[config.mk]
export PLATFORM = sky130hd
export DESIGN_NAME = snapshot_stream_validator_unit
export DESIGN_NICKNAME = d
export VERILOG_FILES = /design/src/rtl/core/ssv_pkg.sv /design/src/rtl/core/snapshot_stream_validator_unit.sv
export SDC_FILE = /design/constraint.sdc
export NUM_CORES = 2
export LEC_CHECK = 0
export BUFFER_PORTS_ARGS = -buffer_cell sky130_fd_sc_hd__buf_2
export CAP_MARGIN = 20
export CORE_ASPECT_RATIO = 1.4
export CORE_UTILIZATION = 28
export CTS_BUF_LIST = sky130_fd_sc_hd__clkbuf_8 sky130_fd_sc_hd__clkbuf_16
export DETAILED_ROUTE_END_ITERATION = 10
export PLACE_DENSITY_LB_ADDON = 0.12
export SKIP_CTS_REPAIR_TIMING = 1
export SLEW_MARGIN = 25
export SYNTH_ARGS = -nofsm -noshare
export SYNTH_HDL_FRONTEND = slang
export SYNTH_SLANG_ARGS = --single-unit
export TNS_END_PERCENT = 1
[constraint.sdc]
create_clock -name clk -period 38.6 [get_ports clk]
set_clock_uncertainty 0.05 [all_clocks]
set_input_delay 7.72 -clock clk [delete_from_list [all_inputs] [get_ports clk]]
set_output_delay 7.72 -clock clk [all_outputs]
set_load 0.02 [all_outputs]
[src/rtl/core/ssv_pkg.sv]
`default_nettype none
package ssv_pkg;

	typedef enum logic [3:0] {
		PH_HEADER,
		PH_KEYLEN,
		PH_KEY,
		PH_VALLEN,
		PH_VAL,
		PH_FLAG,
		PH_EXP,
		PH_DONE,
		PH_HALT
	} phase_t;

	typedef enum logic [1:0] {
		KIND_KEY,
		KIND_VAL,
		KIND_REC_END,
		KIND_STATUS
	} kind_t;

	localparam logic [2:0] ST_OK      = 3'd0;
	localparam logic [2:0] ST_SMALL   = 3'd1;
	localparam logic [2:0] ST_MAGIC   = 3'd2;
	localparam logic [2:0] ST_VERSION = 3'd3;
	localparam logic [2:0] ST_CRC     = 3'd4;
	localparam logic [2:0] ST_TRUNC   = 3'd5;
	localparam logic [2:0] ST_FLAG    = 3'd6;
	localparam logic [2:0] ST_EXTRA   = 3'd7;

	localparam logic CFG_MAGIC = 1'b0;
	localparam logic CFG_NOW   = 1'b1;

	localparam logic [31:0] CRC_POLY = 32'hEDB8_8320;
	localparam logic [31:0] CRC_INIT = 32'hFFFF_FFFF;

	localparam logic [4:0] HDR_VERSION  = 5'd4;
	localparam logic [4:0] HDR_OFFSET   = 5'd5;
	localparam logic [4:0] HDR_COUNT    = 5'd13;
	localparam logic [4:0] HDR_LAST     = 5'd16;
	localparam logic [4:0] MIN_FILE     = 5'd21;
	localparam logic [2:0] HOLD_BYTES   = 3'd4;
	localparam logic [2:0] RES_DEPTH    = 3'd4;
	localparam logic [2:0] RES_ROOM_MAX = 3'd1;

	typedef struct packed {
		kind_t       kind;
		logic [7:0]  data_byte;
		logic        keep;
		logic [63:0] expiry_time;
		logic [2:0]  status;
		logic [63:0] wal_offset;
		logic [31:0] kept_count;
		logic        last;
	} res_t;

	// one byte of reflected CRC-32, LSB first
	function automatic logic [31:0] crc_byte(input logic [31:0] crc, input logic [7:0] b);
		logic [31:0] c;
		c = crc ^ {24'd0, b};
		for (int k = 0; k < 8; k++) begin
			c = c[0] ? ((c >> 1) ^ CRC_POLY) : (c >> 1);
		end
		return c;
	endfunction

endpackage
`default_nettype wire

[src/rtl/core/snapshot_stream_validator_unit.sv]
// Accepted input items are registered in the input stage and parsed from there into the result queue.
// Throughput: one input item per cycle while each item yields at most one result and the output takes
// results; otherwise the input is held until the 4-entry result queue drains to one entry or fewer.
// The result queue admits a new item only with at least three free entries.
// Reset (arst_n low, asynchronous) clears parse state, result queue and config registers.
`default_nettype none
module snapshot_stream_validator_unit (
	input  wire logic         clk,
	input  wire logic         arst_n,
	input  wire logic         s_axis_tvalid,
	output logic              s_axis_tready,
	input  wire logic [7:0]   s_axis_tdata,   // in_byte
	input  wire logic         s_axis_tlast,   // is_last
	output logic              m_axis_tvalid,
	input  wire logic         m_axis_tready,
	// data_byte[7:0] keep[8] expiry_time[72:9] status[75:73] wal_offset[139:76]
	// kept_count[171:140] zero pad[175:172]
	output logic [175:0]      m_axis_tdata,
	output logic [1:0]        m_axis_tuser,   // kind
	output logic              m_axis_tlast,   // last
	input  wire logic         cfg_valid,
	output logic              cfg_ready,
	input  wire logic         cfg_index,
	input  wire logic [63:0]  cfg_data
);

	// configuration
	logic [31:0] magic_word_q;
	logic [63:0] now_time_q;

	// input stage
	logic       vld_s1;
	logic [7:0] byte_s1;
	logic       last_s1;

	// parse state
	logic [31:0]          hold_q, hold_n;
	logic [2:0]           fill_q, fill_n;
	logic [31:0]          crc_q, crc_n;
	ssv_pkg::phase_t      phase_q, phase_n;
	logic [31:0]          fcnt_q, fcnt_n;
	logic [63:0]          asm_q, asm_n;
	logic                 v2_q, v2_n;
	logic [31:0]          hmagic_q, hmagic_n;
	logic [63:0]          offset_q, offset_n;
	logic [31:0]          left_q, left_n;
	logic [31:0]          kept_q, kept_n;
	logic [2:0]           err_q, err_n;
	logic [4:0]           total_q, total_n;

	// result queue
	ssv_pkg::res_t fifo_q [ssv_pkg::RES_DEPTH];
	logic [1:0]    wr_ptr_q, rd_ptr_q;
	logic [2:0]    cnt_q;
	ssv_pkg::res_t head;
	logic          pop;
	logic          proc;

	ssv_pkg::res_t res [3];
	logic [1:0]    n;

	logic [7:0]  b;
	logic [4:0]  idx;
	logic [31:0] len;
	logic        val_done;
	logic        rec_end;
	logic [63:0] rec_exp;
	logic        rec_keep;
	logic        do_fail;
	logic [2:0]  fail_code;
	logic [2:0]  st;

	assign cfg_ready     = 1'b1;
	assign proc          = vld_s1 && (cnt_q <= ssv_pkg::RES_ROOM_MAX);
	assign s_axis_tready = !vld_s1 || proc;

	always_ff @(posedge clk or negedge arst_n) begin
		if (!arst_n) begin
			magic_word_q <= '0;
			now_time_q   <= '0;
		end else if (cfg_valid && cfg_ready) begin
			unique case (cfg_index)
				ssv_pkg::CFG_MAGIC: magic_word_q <= cfg_data[31:0];
				ssv_pkg::CFG_NOW:   now_time_q   <= cfg_data;
			endcase
		end
	end

	always_ff @(posedge clk or negedge arst_n) begin
		if (!arst_n) begin
			vld_s1 <= 1'b0;
		end else if (s_axis_tvalid && s_axis_tready) begin
			vld_s1 <= 1'b1;
		end else if (proc) begin
			vld_s1 <= 1'b0;
		end
	end

	always_ff @(posedge clk) begin
		if (s_axis_tvalid && s_axis_tready) begin
			byte_s1 <= s_axis_tdata;
			last_s1 <= s_axis_tlast;
		end
	end

	always_comb begin
		hold_n   = hold_q;
		fill_n   = fill_q;
		crc_n    = crc_q;
		phase_n  = phase_q;
		fcnt_n   = fcnt_q;
		asm_n    = asm_q;
		v2_n     = v2_q;
		hmagic_n = hmagic_q;
		offset_n = offset_q;
		left_n   = left_q;
		kept_n   = kept_q;
		err_n    = err_q;
		total_n  = total_q;
		n        = 2'd0;
		for (int i = 0; i < 3; i++) begin
			res[i] = '0;
		end
		b         = hold_q[7:0];
		idx       = fcnt_q[4:0];
		len       = {b, asm_q[23:0]};
		val_done  = 1'b0;
		rec_end   = 1'b0;
		rec_exp   = '0;
		rec_keep  = 1'b0;
		do_fail   = 1'b0;
		fail_code = ssv_pkg::ST_OK;
		st        = ssv_pkg::ST_OK;

		if (proc) begin
			if (total_q < ssv_pkg::MIN_FILE) begin
				total_n = total_q + 5'd1;
			end

			// the oldest held byte leaves the hold and enters the body
			if (fill_q >= ssv_pkg::HOLD_BYTES) begin
				crc_n = ssv_pkg::crc_byte(crc_q, b);
				unique case (phase_q)
					ssv_pkg::PH_HEADER: begin
						fcnt_n = fcnt_q + 32'd1;
						if (idx < ssv_pkg::HDR_VERSION) begin
							for (int i = 0; i < 4; i++) begin
								if (idx == 5'(i)) hmagic_n[8*i +: 8] = b;
							end
							if (idx == 5'd3 && hmagic_n != magic_word_q) begin
								do_fail   = 1'b1;
								fail_code = ssv_pkg::ST_MAGIC;
							end
						end else if (idx == ssv_pkg::HDR_VERSION) begin
							if (b == 8'd1) begin
								v2_n = 1'b0;
							end else if (b == 8'd2) begin
								v2_n = 1'b1;
							end else begin
								do_fail   = 1'b1;
								fail_code = ssv_pkg::ST_VERSION;
							end
						end else if (idx < ssv_pkg::HDR_COUNT) begin
							for (int i = 0; i < 8; i++) begin
								if (idx == ssv_pkg::HDR_OFFSET + 5'(i)) offset_n[8*i +: 8] = b;
							end
						end else if (idx <= ssv_pkg::HDR_LAST) begin
							for (int i = 0; i < 4; i++) begin
								if (idx == ssv_pkg::HDR_COUNT + 5'(i)) left_n[8*i +: 8] = b;
							end
							if (idx == ssv_pkg::HDR_LAST) begin
								phase_n = (left_n != 32'd0) ? ssv_pkg::PH_KEYLEN : ssv_pkg::PH_DONE;
								fcnt_n  = '0;
								asm_n   = '0;
							end
						end
					end
					ssv_pkg::PH_KEYLEN, ssv_pkg::PH_VALLEN: begin
						for (int i = 0; i < 4; i++) begin
							if (fcnt_q[1:0] == 2'(i)) asm_n[8*i +: 8] = b;
						end
						fcnt_n = fcnt_q + 32'd1;
						if (fcnt_q == 32'd3) begin
							asm_n = '0;
							if (phase_q == ssv_pkg::PH_KEYLEN) begin
								if (len != 32'd0) begin
									phase_n = ssv_pkg::PH_KEY;
									fcnt_n  = len;
								end else begin
									phase_n = ssv_pkg::PH_VALLEN;
									fcnt_n  = '0;
								end
							end else if (len != 32'd0) begin
								phase_n = ssv_pkg::PH_VAL;
								fcnt_n  = len;
							end else begin
								val_done = 1'b1;
							end
						end
					end
					ssv_pkg::PH_KEY: begin
						res[n].kind      = ssv_pkg::KIND_KEY;
						res[n].data_byte = b;
						n                = n + 2'd1;
						fcnt_n           = fcnt_q - 32'd1;
						if (fcnt_n == 32'd0) begin
							phase_n = ssv_pkg::PH_VALLEN;
							asm_n   = '0;
						end
					end
					ssv_pkg::PH_VAL: begin
						res[n].kind      = ssv_pkg::KIND_VAL;
						res[n].data_byte = b;
						n                = n + 2'd1;
						fcnt_n           = fcnt_q - 32'd1;
						if (fcnt_n == 32'd0) val_done = 1'b1;
					end
					ssv_pkg::PH_FLAG: begin
						if (b == 8'd0) begin
							rec_end = 1'b1;
						end else if (b == 8'd1) begin
							phase_n = ssv_pkg::PH_EXP;
							fcnt_n  = '0;
							asm_n   = '0;
						end else begin
							do_fail   = 1'b1;
							fail_code = ssv_pkg::ST_FLAG;
						end
					end
					ssv_pkg::PH_EXP: begin
						for (int i = 0; i < 8; i++) begin
							if (fcnt_q[2:0] == 3'(i)) asm_n[8*i +: 8] = b;
						end
						fcnt_n = fcnt_q + 32'd1;
						if (fcnt_q == 32'd7) begin
							rec_end = 1'b1;
							rec_exp = asm_n;
						end
					end
					ssv_pkg::PH_DONE: begin
						do_fail   = 1'b1;
						fail_code = ssv_pkg::ST_EXTRA;
					end
					default: begin
					end
				endcase

				if (val_done) begin
					if (v2_q) begin
						phase_n = ssv_pkg::PH_FLAG;
						fcnt_n  = '0;
					end else begin
						rec_end = 1'b1;
					end
				end

				if (rec_end) begin
					rec_keep           = !(rec_exp != 64'd0 && rec_exp <= now_time_q);
					res[n].kind        = ssv_pkg::KIND_REC_END;
					res[n].keep        = rec_keep;
					res[n].expiry_time = rec_exp;
					n                  = n + 2'd1;
					if (rec_keep) kept_n = kept_q + 32'd1;
					left_n  = left_q - 32'd1;
					phase_n = (left_q != 32'd1) ? ssv_pkg::PH_KEYLEN : ssv_pkg::PH_DONE;
					fcnt_n  = '0;
					asm_n   = '0;
				end

				if (do_fail) begin
					if (err_q == ssv_pkg::ST_OK) err_n = fail_code;
					phase_n = ssv_pkg::PH_HALT;
				end
			end

			hold_n = {byte_s1, hold_q[31:8]};
			if (fill_q < ssv_pkg::HOLD_BYTES) fill_n = fill_q + 3'd1;

			if (last_s1) begin
				if (total_n < ssv_pkg::MIN_FILE) begin
					st = ssv_pkg::ST_SMALL;
				end else if (err_n == ssv_pkg::ST_MAGIC || err_n == ssv_pkg::ST_VERSION) begin
					st = err_n;
				end else if ((crc_n ^ ssv_pkg::CRC_INIT) != hold_n) begin
					st = ssv_pkg::ST_CRC;
				end else if (err_n != ssv_pkg::ST_OK) begin
					st = err_n;
				end else if (phase_n != ssv_pkg::PH_DONE) begin
					st = ssv_pkg::ST_TRUNC;
				end
				res[n].kind   = ssv_pkg::KIND_STATUS;
				res[n].status = st;
				if (st == ssv_pkg::ST_OK) begin
					res[n].wal_offset = offset_n;
					res[n].kept_count = kept_n;
				end
				n = n + 2'd1;

				hold_n   = '0;
				fill_n   = '0;
				crc_n    = ssv_pkg::CRC_INIT;
				phase_n  = ssv_pkg::PH_HEADER;
				fcnt_n   = '0;
				asm_n    = '0;
				v2_n     = 1'b0;
				hmagic_n = '0;
				offset_n = '0;
				left_n   = '0;
				kept_n   = '0;
				err_n    = ssv_pkg::ST_OK;
				total_n  = '0;
			end

			if (n != 2'd0) res[n - 2'd1].last = 1'b1;
		end
	end

	always_ff @(posedge clk or negedge arst_n) begin
		if (!arst_n) begin
			hold_q   <= '0;
			fill_q   <= '0;
			crc_q    <= ssv_pkg::CRC_INIT;
			phase_q  <= ssv_pkg::PH_HEADER;
			fcnt_q   <= '0;
			asm_q    <= '0;
			v2_q     <= 1'b0;
			hmagic_q <= '0;
			offset_q <= '0;
			left_q   <= '0;
			kept_q   <= '0;
			err_q    <= ssv_pkg::ST_OK;
			total_q  <= '0;
		end else begin
			hold_q   <= hold_n;
			fill_q   <= fill_n;
			crc_q    <= crc_n;
			phase_q  <= phase_n;
			fcnt_q   <= fcnt_n;
			asm_q    <= asm_n;
			v2_q     <= v2_n;
			hmagic_q <= hmagic_n;
			offset_q <= offset_n;
			left_q   <= left_n;
			kept_q   <= kept_n;
			err_q    <= err_n;
			total_q  <= total_n;
		end
	end

	// result queue: up to three pushes, one pop per cycle
	assign head          = fifo_q[rd_ptr_q];
	assign m_axis_tvalid = (cnt_q != 3'd0);
	assign pop           = m_axis_tvalid && m_axis_tready;
	assign m_axis_tuser  = head.kind;
	assign m_axis_tlast  = head.last;
	assign m_axis_tdata  = {4'd0, head.kept_count, head.wal_offset, head.status,
		head.expiry_time, head.keep, head.data_byte};

	always_ff @(posedge clk) begin
		for (int k = 0; k < 3; k++) begin
			if (2'(k) < n) fifo_q[wr_ptr_q + 2'(k)] <= res[k];
		end
	end

	always_ff @(posedge clk or negedge arst_n) begin
		if (!arst_n) begin
			wr_ptr_q <= '0;
			rd_ptr_q <= '0;
			cnt_q    <= '0;
		end else begin
			wr_ptr_q <= wr_ptr_q + n;
			if (pop) rd_ptr_q <= rd_ptr_q + 2'd1;
			cnt_q <= cnt_q + {1'b0, n} - {2'd0, pop};
		end
	end

	a_queue_bound: assert property (@(posedge clk) disable iff (!arst_n)
		cnt_q <= ssv_pkg::RES_DEPTH)
		else $error("result queue overflow");

	a_status_last: assert property (@(posedge clk) disable iff (!arst_n)
		m_axis_tvalid && m_axis_tuser == ssv_pkg::KIND_STATUS |-> m_axis_tlast)
		else $error("file status item without last");

	a_permanent_kept: assert property (@(posedge clk) disable iff (!arst_n)
		m_axis_tvalid && m_axis_tuser == ssv_pkg::KIND_REC_END && head.expiry_time == 64'd0
		|-> head.keep)
		else $error("permanent record dropped");

	a_clear_after_file: assert property (@(posedge clk) disable iff (!arst_n)
		proc && last_s1 |=> phase_q == ssv_pkg::PH_HEADER && fill_q == 3'd0 && total_q == 5'd0)
		else $error("state not cleared after final byte");

endmodule
`default_nettype wire

==> flow_summary.ini <==
[worst_setup_path]
critical_path_end_type = primary output
worst-endpoint-arrival_ns = 3.72
critical_path.startpoint = rd_ptr_q[1]
crit_path_frequent_cell = buf_4
cp_cell_sequence = buf_4 > buf_4 > mux4_2 > buf_2
crit_path_max_incr_delay_ns = 0.88
timing.reg2reg.worst_path_depth = 24
required_ns = 30.83
critical_path.slowest_cell = dfrtp_4
path_class = flip-flop to primary output
cp-start-kind = flip-flop
worstReg2RegStart = fcnt_q[1]
crit_fanout = 50

[global_route]
gr-usage-met2_pct = 33.9
grt_most_used_layer = met2
globalRouteMet1Util_pct = 26.8
globalRoute.totalOverflow = 0
grt_first_pass_wirelength_mm = 329
global_route.usage.total_pct = 20.2
grt_max_degree = 127
vias_in_the_first_global_route = 44900
antenna_found_initial = 15
grtUsageMet3_pct = 2.58

[sta]
rsz0062_at_grt = no
final_period_minus_worst_setup_slack_ns = 11.49
finalSetupTns_ns = 0
fin_crit_sh_pct = 29.8
finalSetupViolCount = 0
timing.final.hold_violations = 0
peak_clock_frequency_supported_by_timing_ghz = 0.0871
max-slew-margin-rel_pct = 29.1
finalMaxSlewViolations = 0
max_slew.worst_pin.slew_ns = 1.03

[die]
floorplan.rows = 201
floorplan.die.width_microns = 395
top_level_ports = 261
placeableCoreArea_sq_mm = 0.215
die_footprint_sq_mm = 0.218
dieHeight_microns = 552
start_util_pct = 28.2

[placement]
buffer_ports.inserted = 255
place_congestion = 0.861
dpl.hpwl_mm = 150

[cts]
htree_levels = 4
path_clk_slew_ns = 0.06
tritoncts.num_buffers = 138
cts_root_buffer = clkbuf_16
insertion_delay_ns = 0.79
cts_tree = yes
cts_sinks = 1149
ctsLongestPathBuffers = 4

[pwr]
internal_power_mw = 2.82
p_seq_share_pct = 34.4
netSwitchingFraction_pct = 38.0
p_leak_nw = 25.6
vdd_ir_drop_max_v = 0.0000436
clock_power_share_pct = 27.9
power.density_cell_area_mw_per_mm2 = 65.6
p_sw_mw = 1.73
combinationalPowerShare_pct = 37.7

[job]
cap_viol_max_count = 0

[logic_synthesis]
avgSynthCellArea_sq_um = 10.9
synth-async-reset-ratio_pct = 38.3
synth-seq-area-share_pct = 53.4
synth-main-ff-cell = edfxtp_1
number_of_warnings_printed_during_yosys_synthesis = 0
netlist-cell-type-count = 102
ys_seq_elements = 1149
synth_edf_count = 709
syn-cell-area_sq_mm = 0.0605
synthCells = 5574

[worst_hold_path]
min-delay-start = asm_q[38]
hold_critical_path_depth = 2
hold_path.class = flip-flop to flip-flop

[final_layout]
postLayoutCoreUtil_pct = 32.3
layout-area-overhead-vs-synth_pct = 14.5
num-nets-final = 5855
final_layout_size_suffix_gt1_share_pct = 17.6

[route]
final_antenna_net_count = 0
drc = 0
route.detailed.vias_per_inst = 5.26
firstDrtPassIters = 5
dr_total_vias = 45400
routedWlPerCell_microns = 26.0
drt-total-wl_mm = 225
drt-initial-drc-count = 3527

[run_status]
outcome = finished, final reports clean
-- worst paths after layout --
path | slack (ns) | to
hold / removal | 0.43 | asm_q[38]
min in group asynchronous | 6.89 | magic_word_q[11]
setup reg to reg | 29.33 | fifo_q[2][20]
hold reg to reg | 0.43 | asm_q[38]
max in group asynchronous | 28.95 | fill_q[2]
setup / recovery | 27.11 | m_axis_tdata[76]
-- synthesized netlist by cell type, drive strengths merged (20+ instances only) --
| cell type | n | area share, % |
|---|---|---|
| o22ai | 44 | 0.45 |
| a22o | 23 | 0.33 |
| ha | 90 | 1.9 |
| buf | 112 | 0.81 |
| nand4 | 78 | 0.82 |
| or2 | 23 | 0.24 |
| o21ai | 285 | 2.4 |
| a21oi | 280 | 2.3 |
| a31oi | 37 | 0.38 |
| o31ai | 44 | 0.55 |
| mux4 | 175 | 6.5 |
| edfxtp | 709 | 35 |
| dfrtp | 408 | 17 |
| and3 | 30 | 0.31 |
| nor2b | 32 | 0.33 |
| inv | 152 | 0.94 |
| and2 | 21 | 0.22 |
| or3 | 32 | 0.33 |
| nand2 | 499 | 3.1 |
| mux2 | 113 | 2.1 |
| nand3 | 82 | 0.68 |
| nand2b | 40 | 0.41 |
| nor3 | 115 | 0.97 |
| clkbuf | 307 | 1.9 |
| nor4 | 70 | 0.77 |
| o21a | 20 | 0.25 |
| mux2i | 106 | 1.8 |
| xor2 | 32 | 0.48 |
| o2bb2ai | 21 | 0.30 |
| dfstp | 32 | 1.4 |
| a22oi | 48 | 0.60 |
| nor2 | 999 | 6.2 |
| o211ai | 24 | 0.30 |
| xnor2 | 110 | 1.8 |
| nor4b | 34 | 0.54 |
| a21o | 25 | 0.31 |
| xnor3 | 28 | 1.0 |
| a211oi | 26 | 0.33 |
| nor3b | 20 | 0.25 |
-- cell usage in the layout (no fill, tap or decap), types with 37 or more instances in the layout --
cell type  count
o31ai_1       44
a22oi_1       48
xnor2_1      101
nor2_1       995
edfxtp_1     709
nor3_1       110
a31oi_1       37
nand2_1      496
buf_2        254
nand3_1       79
mux4_2       175
nand4_1       77
nor4_1        63
a21oi_1      276
mux2i_1      100
mux2_2       113
inv_1        178
o22ai_1       43
nand2b_1      37
ha_1          90
clkbuf_16    142
buf_4        127
dfrtp_1      396
o21ai_0      275
-- kinds of logic (layout without fill, tap and decap cells) --
group | after synthesis | count (layout) | synth area share (%)
other cells | 2 | 8 | 0.0124
fa+ha+maj | 91 | 91 | 1.89
xor+xnor | 172 | 172 | 3.39
mux | 394 | 394 | 10.4
flops | 1149 | 1149 | 53.4
compound gates | 1048 | 1048 | 11.0
buf+inv | 573 | 782 | 3.68
simple gates | 2145 | 2145 | 16.2
-- critical path, delay by kind of cell (launching register included) --
family	cells	cell delay [ns]
flops	1	0.88
buf+inv	3	1.52
mux	1	0.41
-- per-stage QoR --
stage	cells	instance area (sq um)	hold slack, ns	setup slack [ns]	total power [mW]
finish	8631	69300	0.428	27.11	4.54
global route	8630	69300	0.450	26.96	4.76
CTS	8627	69300	0.430	26.99	4.61
detailed placement	8386	65000	0.416	27.84	3.32
global placement	8386	65000	0.411	27.93	3.32
floorplan	5577	60500	0.393	25.19	2.72
-- flip-flops by register name (all words and copies together), names as in the netlist, 5 cells and up --
name,flops
asm_q,64
fifo_q,700
byte_s1,8
fcnt_q,32
offset_q,64
left_q,32
magic_word_q,32
crc_q,32
total_q,5
hmagic_q,32
hold_q,32
now_time_q,64
kept_q,32
-- per-layer routing --
layer,share of wire (%),vias up
met3,4.7,328
met2,49,1253
li1,-,20700
met5,0.058,-
met1,43,23100
met4,3.2,20
-- power groups by stage --
stage	Sequential, mW	Clock [mW]	Combinational [mW]
floorplan	1.53	0	1.19
global placement	1.59	0	1.73
detailed placement	1.59	0	1.73
CTS	1.57	1.30	1.74
global route	1.58	1.34	1.84
finish	1.56	1.27	1.71
-- cell type report --
type / count / area (sq um)
well taps: 2842 / 3560
flip-flops and latches: 1149 / 32400
diodes: 3 / 7.51
multi-input cells: 3855 / 26200
repair buffers: 387 / 2320
inverters: 154 / 579
clock inverters: 90 / 583
clock buffers: 151 / 3680
fillers: 21700 / 145000
(Power assumes the default switching activity.)
